[src/sv/llsm_pkg.sv]
// shared types and constants for the literal stream matcher
`default_nettype none

package llsm_pkg;

    localparam int MAX_PATTERN = 16;
    localparam int IDX_W       = $clog2(MAX_PATTERN);
    localparam int CNT_W       = $clog2(MAX_PATTERN + 2);
    localparam int LEN_W       = 5;
    localparam int DATA_W      = 64;
    localparam int ADDR_W      = 5;
    localparam int REG_SEL_W   = 2;
    localparam int REG_SEL_LSB = 3;

    localparam logic [CNT_W-1:0] CNT_MAX = CNT_W'(MAX_PATTERN + 1);
    localparam logic [LEN_W-1:0] LEN_MAX = LEN_W'(MAX_PATTERN);

    typedef enum logic [1:0] {
        MODE_EXACT    = 2'd0,
        MODE_PREFIX   = 2'd1,
        MODE_SUFFIX   = 2'd2,
        MODE_ANYWHERE = 2'd3
    } t_mode;

    typedef enum logic [REG_SEL_W-1:0] {
        REG_MATCH_MODE = 2'd0,
        REG_PAT_LEN    = 2'd1,
        REG_PAT_LOW    = 2'd2,
        REG_PAT_HIGH   = 2'd3
    } t_reg_sel;

    typedef struct packed {
        t_mode              mode;
        logic [LEN_W-1:0]   pat_len;
        logic [DATA_W-1:0]  pattern_low;
        logic [DATA_W-1:0]  pattern_high;
    } t_cfg;

    typedef struct packed {
        logic [7:0] text_byte;
        logic       byte_present;
        logic       string_end;
    } t_item;

endpackage

`default_nettype wire

[src/sv/llsm_cfg_regs.sv]
// apb configuration registers: match mode, pattern length and pattern bytes
`default_nettype none

module llsm_cfg_regs (
    input  wire logic                       i_clk,
    input  wire logic                       i_rst_n,
    input  wire logic                       psel,
    input  wire logic                       penable,
    input  wire logic                       pwrite,
    input  wire logic [llsm_pkg::ADDR_W-1:0] paddr,
    input  wire logic [llsm_pkg::DATA_W-1:0] pwdata,
    output logic      [llsm_pkg::DATA_W-1:0] prdata,
    output logic                            pready,
    output llsm_pkg::t_cfg                  o_cfg
);
    import llsm_pkg::*;

    t_cfg     r_cfg;
    t_reg_sel w_sel;
    logic     w_wr;

    assign pready = 1'b1;
    assign w_sel  = t_reg_sel'(paddr[REG_SEL_LSB +: REG_SEL_W]);
    assign w_wr   = psel && penable && pwrite;

    always_ff @(posedge i_clk) begin
        if (!i_rst_n) begin
            r_cfg.mode         <= MODE_EXACT;
            r_cfg.pat_len      <= '0;
            r_cfg.pattern_low  <= '0;
            r_cfg.pattern_high <= '0;
        end else if (w_wr) begin
            unique case (w_sel)
                REG_MATCH_MODE: r_cfg.mode         <= t_mode'(pwdata[1:0]);
                REG_PAT_LEN:    r_cfg.pat_len      <= pwdata[LEN_W-1:0];
                REG_PAT_LOW:    r_cfg.pattern_low  <= pwdata;
                REG_PAT_HIGH:   r_cfg.pattern_high <= pwdata;
                default: ;
            endcase
        end
    end

    always_comb begin
        unique case (w_sel)
            REG_MATCH_MODE: prdata = DATA_W'(r_cfg.mode);
            REG_PAT_LEN:    prdata = DATA_W'(r_cfg.pat_len);
            REG_PAT_LOW:    prdata = r_cfg.pattern_low;
            REG_PAT_HIGH:   prdata = r_cfg.pattern_high;
            default:        prdata = '0;
        endcase
    end

    assign o_cfg = r_cfg;

endmodule

`default_nettype wire

[src/sv/llsm_match_core.sv]
// byte window, count and flags with the per-beat match decision
`default_nettype none

module llsm_match_core (
    input  wire logic            i_clk,
    input  wire logic            i_rst_n,
    input  wire llsm_pkg::t_cfg  i_cfg,
    input  wire logic            i_step,
    input  wire llsm_pkg::t_item i_item,
    output logic                 o_matched
);
    import llsm_pkg::*;

    logic [7:0]       r_win [MAX_PATTERN];
    logic [CNT_W-1:0] r_cnt;
    logic             r_pfx_ok;
    logic             r_found;

    logic [7:0]       w_pat [MAX_PATTERN];
    logic [7:0]       n_win [MAX_PATTERN];
    logic [CNT_W-1:0] n_cnt;
    logic             n_pfx_ok;
    logic             n_found;
    logic [LEN_W-1:0] w_len;
    logic [LEN_W-1:0] w_pos;
    logic             w_tail_eq;
    logic             w_win_match;
    logic             w_pres;

    assign w_pres = i_item.byte_present;
    assign w_len  = (i_cfg.pat_len > LEN_MAX) ? LEN_MAX : i_cfg.pat_len;

    always_comb begin
        for (int j = 0; j < MAX_PATTERN; j++) begin
            if (j < 8) begin
                w_pat[j] = i_cfg.pattern_low[8*(j%8) +: 8];
            end else begin
                w_pat[j] = i_cfg.pattern_high[8*(j%8) +: 8];
            end
        end
    end

    // window after this beat, newest byte at entry 0
    always_comb begin
        n_win[0] = w_pres ? i_item.text_byte : r_win[0];
        for (int k = 1; k < MAX_PATTERN; k++) begin
            n_win[k] = w_pres ? r_win[k-1] : r_win[k];
        end
    end

    assign n_cnt = (w_pres && r_cnt < CNT_MAX) ? r_cnt + CNT_W'(1) : r_cnt;

    assign n_pfx_ok = r_pfx_ok && !(w_pres && CNT_W'(r_cnt) < CNT_W'(w_len)
                      && i_item.text_byte != w_pat[r_cnt[IDX_W-1:0]]);

    // last len bytes against the pattern
    always_comb begin
        w_tail_eq = 1'b1;
        w_pos     = '0;
        for (int j = 0; j < MAX_PATTERN; j++) begin
            if (LEN_W'(j) < w_len) begin
                w_pos = w_len - LEN_W'(j) - LEN_W'(1);
                if (n_win[w_pos[IDX_W-1:0]] != w_pat[j]) begin
                    w_tail_eq = 1'b0;
                end
            end
        end
    end

    assign w_win_match = w_tail_eq && (CNT_W'(n_cnt) >= CNT_W'(w_len));
    assign n_found     = r_found || (w_pres && w_win_match);

    always_comb begin
        unique case (i_cfg.mode)
            MODE_EXACT:  o_matched = (CNT_W'(w_len) == n_cnt) && n_pfx_ok;
            MODE_PREFIX: o_matched = (n_cnt >= CNT_W'(w_len)) && n_pfx_ok;
            MODE_SUFFIX: o_matched = w_win_match;
            default:     o_matched = n_found || (w_len == '0);
        endcase
    end

    always_ff @(posedge i_clk) begin
        if (!i_rst_n) begin
            for (int k = 0; k < MAX_PATTERN; k++) begin
                r_win[k] <= '0;
            end
            r_cnt    <= '0;
            r_pfx_ok <= 1'b1;
            r_found  <= 1'b0;
        end else if (i_step) begin
            if (i_item.string_end) begin
                for (int k = 0; k < MAX_PATTERN; k++) begin
                    r_win[k] <= '0;
                end
                r_cnt    <= '0;
                r_pfx_ok <= 1'b1;
                r_found  <= 1'b0;
            end else begin
                r_win    <= n_win;
                r_cnt    <= n_cnt;
                r_pfx_ok <= n_pfx_ok;
                r_found  <= n_found;
            end
        end
    end

endmodule

`default_nettype wire

[src/sv/like_literal_stream_matcher_unit.sv]
// like_literal_stream_matcher_unit: literal pattern match over a byte stream
// an accepted beat goes to the input register; an end beat's result then goes to the result register and o_matched
// throughput: one beat per cycle; the input register feeds the window compare
//   and the result register, and only an end beat meeting a held result with i_stall high blocks it
// reset: synchronous; clears the config registers, the window, count and found flag,
//   sets the prefix flag, and clears the valid bits of both pipeline registers
`default_nettype none

module like_literal_stream_matcher_unit (
    input  wire logic                        i_clk,
    input  wire logic                        i_rst_n,
    input  wire logic                        i_valid,
    output logic                             o_stall,
    input  wire logic [7:0]                  i_text_byte,
    input  wire logic                        i_byte_present,
    input  wire logic                        i_string_end,
    output logic                             o_valid,
    input  wire logic                        i_stall,
    output logic                             o_matched,
    input  wire logic                        psel,
    input  wire logic                        penable,
    input  wire logic                        pwrite,
    input  wire logic [llsm_pkg::ADDR_W-1:0] paddr,
    input  wire logic [llsm_pkg::DATA_W-1:0] pwdata,
    output logic      [llsm_pkg::DATA_W-1:0] prdata,
    output logic                             pready
);
    import llsm_pkg::*;

    t_cfg  w_cfg;
    t_item r_in;
    logic  r_in_valid;
    logic  r_out_valid;
    logic  r_out_matched;
    logic  w_out_free;
    logic  w_step;
    logic  w_accept;
    logic  w_matched;

    llsm_cfg_regs u_cfg (
        .i_clk   (i_clk),
        .i_rst_n (i_rst_n),
        .psel    (psel),
        .penable (penable),
        .pwrite  (pwrite),
        .paddr   (paddr),
        .pwdata  (pwdata),
        .prdata  (prdata),
        .pready  (pready),
        .o_cfg   (w_cfg)
    );

    llsm_match_core u_core (
        .i_clk     (i_clk),
        .i_rst_n   (i_rst_n),
        .i_cfg     (w_cfg),
        .i_step    (w_step),
        .i_item    (r_in),
        .o_matched (w_matched)
    );

    assign w_out_free = !r_out_valid || !i_stall;
    assign w_step     = r_in_valid && (!r_in.string_end || w_out_free);
    assign o_stall    = r_in_valid && !w_step;
    assign w_accept   = i_valid && !o_stall;

    // input beat register
    always_ff @(posedge i_clk) begin
        if (!i_rst_n) begin
            r_in_valid <= 1'b0;
        end else if (w_accept) begin
            r_in_valid <= 1'b1;
        end else if (w_step) begin
            r_in_valid <= 1'b0;
        end
    end

    always_ff @(posedge i_clk) begin
        if (w_accept) begin
            r_in.text_byte    <= i_text_byte;
            r_in.byte_present <= i_byte_present;
            r_in.string_end   <= i_string_end;
        end
    end

    // result register
    always_ff @(posedge i_clk) begin
        if (!i_rst_n) begin
            r_out_valid <= 1'b0;
        end else if (w_step && r_in.string_end) begin
            r_out_valid <= 1'b1;
        end else if (!i_stall) begin
            r_out_valid <= 1'b0;
        end
    end

    always_ff @(posedge i_clk) begin
        if (w_step && r_in.string_end) begin
            r_out_matched <= w_matched;
        end
    end

    assign o_valid   = r_out_valid;
    assign o_matched = r_out_matched;

    a_end_needs_room: assert property (@(posedge i_clk) disable iff (!i_rst_n)
        (w_step && r_in.string_end) |-> w_out_free)
        else $error("end beat processed while result register blocked");

    a_result_from_end: assert property (@(posedge i_clk) disable iff (!i_rst_n)
        $rose(r_out_valid) |-> $past(w_step && r_in.string_end))
        else $error("result shown without an end beat");

    a_empty_never_stalls: assert property (@(posedge i_clk) disable iff (!i_rst_n)
        !r_in_valid |-> !o_stall)
        else $error("stall with empty input register");

endmodule

`default_nettype wire
[config.mk]
export PLATFORM = sky130hd
export DESIGN_NAME = like_literal_stream_matcher_unit
export DESIGN_NICKNAME = d
export VERILOG_FILES = /design/src/sv/llsm_pkg.sv /design/src/sv/llsm_cfg_regs.sv /design/src/sv/llsm_match_core.sv /design/src/sv/like_literal_stream_matcher_unit.sv
export SDC_FILE = /design/constraint.sdc
export NUM_CORES = 1
export LEC_CHECK = 0
export BUFFER_PORTS_ARGS = -buffer_cell sky130_fd_sc_hd__buf_2
export CAP_MARGIN = 30
export CORE_ASPECT_RATIO = 1.2
export CORE_MARGIN = 3
export CORE_UTILIZATION = 50
export DETAILED_ROUTE_END_ITERATION = 16
export PLACE_DENSITY = 0.73
export SETUP_SLACK_MARGIN = 0.05
export SLEW_MARGIN = 20
export SYNTH_ARGS = -nofsm -noshare
export SYNTH_HDL_FRONTEND = slang
export SYNTH_SLANG_ARGS = --single-unit
[constraint.sdc]
create_clock -name i_clk -period 9 [get_ports i_clk]
set_input_delay 0.9 -clock i_clk [delete_from_list [all_inputs] [get_ports i_clk]]
set_output_delay 0.9 -clock i_clk [all_outputs]
set_load 0.03 [all_outputs]
==> results.cfg <==
[timing]
finalHoldViolCount = 0
setup_violations = 0
setup_slack_ps = 2334
fin_hold_ws_ps = 460.5
drv_slew = 0
worst_pin_slew_ps = 1116
slew-limit-headroom_pct = 24.89
skew_ps = 40.27
period_needed_ps = 6666
fin_crit_sh_pct = 74.07
setup-tns-final_ps = 0
rsz0062_at_grt = no
fmax_ghz = 0.1500

[clocking]
cts_tree = done
cts_inserted_buffers = 28
htree_num_levels = 1
clkSinkCount = 283
cts_root_buf = clkbuf_16
clk_pin_slew_ps = 60
postCtsHoldBufs = 0
clk_latency_ps = 610
postCtsSetupBuffers = 0
cts_resized = 0
clockBufferDepth = 3

[yosys]
synthAdderAreaFrac_pct = 0.9141
synth-seq-cells = 283
synth_top_family_by_area = simple AND/OR/NAND/NOR gates
syn_area_sq_um = 23270
avgSynthCellArea_sq_um = 8.272
async_reset_ff_share_pct = 0
synthCells = 2813
synth_seq_area_share_pct = 24.82
synth_xor_xnor_area_share_pct = 4.517
synth_fp_nets = 2916
synthFlopType = dfxtp_1
synth_edf_count = 11
synth_warnings = 0
muxShareOfSynthArea_pct = 21.52
yosysTopAreaCell = dfxtp_1
synth_compound_area_share_pct = 20.71
synth_top_area_share_pct = 23.40
synth_area_leaders = dfxtp_1 23%, mux4_2 10%, a21boi_0 7.4%
synthSimpleGateAreaFrac_pct = 22.65
ys_types = 77

[worst_setup_path]
arrival_ps = 7080
cp_max_fo = 22
critPathSlowestCell = nor2_1
cp-start-kind = flop
critical_path_class = flop to flop
path_buf_inv = 1
path_cells = nand2b_1 > inv_2 > xnor2_2 > nor2_1 > a22oi_1 > and3_1 > nor4_1 > nand4_1 > a221o_1 > or4_1 > or4_1 > o21ai_0
cpMostUsedCell = or4_1
worst_ep_required_time_ps = 9410
crit_path_end_kind = flop
max_stage_delay_ps = 870
cp_top_family = simple AND/OR/NAND/NOR gates

[finish]
layoutNonFillerInstCount = 3426
layout_common_cells = 393 x nand2_1, 269 x dfxtp_1, 230 x a21boi_0, 200 x nor3_1, 154 x o22ai_1
drive_gt1_share_pct = 18.43
final_common_cell = nand2_1
fin_nets = 2897
area_growth_pct = 8.657
n_fill_cell = 4169

[route]
antenna_left = 0
drc = 0
routedWlPerCell_um = 28.79
routed_wl_um = 98640
drt-met1-wl_um = 39140
drt_pre_antenna_iters = 8
drtIter0Drc = 3181
met2_length_um = 44240
via_count = 23800
avgViaCountPerCell = 6.946
top_layer = met4
wl_met3_um = 9880

[global_routing]
grt-ovfl-total = 0
grt_max_degree = 166
first_global_vias = 21670
grt_pass1_wl_um = 143900
track_usage_pct = 38.28
antenna_found_initial = 2

[placement]
numPortBuffers = 149
globalplace.congestion = 1.002
dp.cells = 3371
place_ws_ps = 2513
post-dp-hpwl_um = 73940

[floorplanning]
start_util_pct = 51.24
core_area_sq_um = 45410
ios = 154
fp.dieH_um = 242.3
row_count = 85
die-area_sq_um = 49170
die_w_um = 202.9

[outcome]
status = finished, final reports clean

[job]
cap_violations = 0

[power]
p_leak_nw = 8.886
worst_ir_drop_vdd_mv = 0.1514
p_per_area_nw_per_um2 = 120.5
power_mw = 3.047

[hold_path]
hold_class = flop to flop
==> tightest hold or removal path, cell delays in order, from the launching register on <==
cell      delay [ps]
dfxtp_1          310
nand2_1           40
a21boi_0          60
==> final cells by class <==
| cell class | count | area, sq um | share of cell area, % |
|---|---|---|---|
| Antenna cell | 1 | 2.502 | 0.009898 |
| Clock buffer | 38 | 758.2 | 2.999 |
| Clock inverter | 14 | 270.3 | 1.069 |
| Inverter | 16 | 60.06 | 0.2375 |
| Multi-Input combinational cell | 2258 | 16410 | 64.90 |
| Sequential cell | 283 | 5782 | 22.87 |
| Tap cell | 609 | 762.0 | 3.014 |
| Timing Repair Buffer | 207 | 1239 | 4.899 |
==> synth_stat cells, types with 13 or more instances <==
| cell | instances |
|---|---|
| nand2_1 | 395 |
| dfxtp_1 | 272 |
| a21boi_0 | 230 |
| nor3_1 | 200 |
| clkbuf_1 | 168 |
| o22ai_1 | 154 |
| mux2_2 | 132 |
| mux2i_1 | 120 |
| nor2_1 | 120 |
| nor2b_1 | 115 |
| mux4_2 | 103 |
| nand3_1 | 88 |
| xnor2_1 | 66 |
| a21oi_1 | 64 |
| nor4_1 | 60 |
| xor2_1 | 49 |
| buf_1 | 46 |
| o21ai_0 | 38 |
| a22oi_1 | 37 |
| o32ai_1 | 28 |
| buf_2 | 27 |
| a211oi_1 | 25 |
| nand3b_1 | 23 |
| nand4_1 | 19 |
| a221oi_1 | 17 |
| ha_1 | 17 |
| and3_1 | 14 |
| and2_1 | 13 |
==> worst paths after layout <==
| kind | startpoint | endpoint | slack [ps] | cells past startpoint |
|---|---|---|---|---|
| worst max-delay path | u_cfg.o_cfg[130]$_SDFFE_PN0P_ | o_matched$_DFFE_PP_ | 2330 | 12 |
| worst min-delay path | u_core.r_win[4]$_SDFFE_PN0P_ | u_core.r_win[4]$_SDFFE_PN0P_ | 460 | 2 |
| worst max register to register | u_cfg.o_cfg[130]$_SDFFE_PN0P_ | o_matched$_DFFE_PP_ | 2330 | 12 |
| worst min register to register | u_core.r_win[4]$_SDFFE_PN0P_ | u_core.r_win[4]$_SDFFE_PN0P_ | 460 | 2 |
==> power by group <==
group,switching (mW),internal (mW)
Clock,0.527,0.793
Combinational,0.265,0.161
Sequential,0.0285,1.27
==> registers in the layout, indices dropped and copies added, names as in the netlist <==
signal,flops
u_cfg.o_cfg,135
u_core.r_win,128
r_in,10
u_core.r_cnt,5
o_matched,1
o_valid,1
r_in_valid,1
u_core.r_found,1
u_core.r_pfx_ok,1
==> metal layers <==
layer / GRT usage [%] / vias to the layer above
met5: 0 / -
met4: 16.66 / 0
met3: 6.236 / 259
met2: 60.26 / 1430
met1: 51.97 / 11640
li1: - / 10470
==> kinds of logic (layout without fill, tap and decap cells) <==
group / after synthesis / count (layout)
and+or+nand+nor: 1090 / 1090
adders and majority gates: 17 / 17
AOI/OAI and AO/OA: 678 / 678
xor gates and xnor gates: 117 / 117
buffers and inverters: 272 / 275
other: 1 / 2
muxes: 355 / 355
DFF: 283 / 283
==> per-stage QoR <==
step           utilization (%)  area [sq um]
3_5_place_dp             53.28         24200
2_1_floorplan                -         23270
3_3_place_gp             53.24         24180
5_1_grt                  55.67         25280
6_report                 55.67         25280
4_1_cts                  55.55         25230
Power figures use the tool's default switching activity.
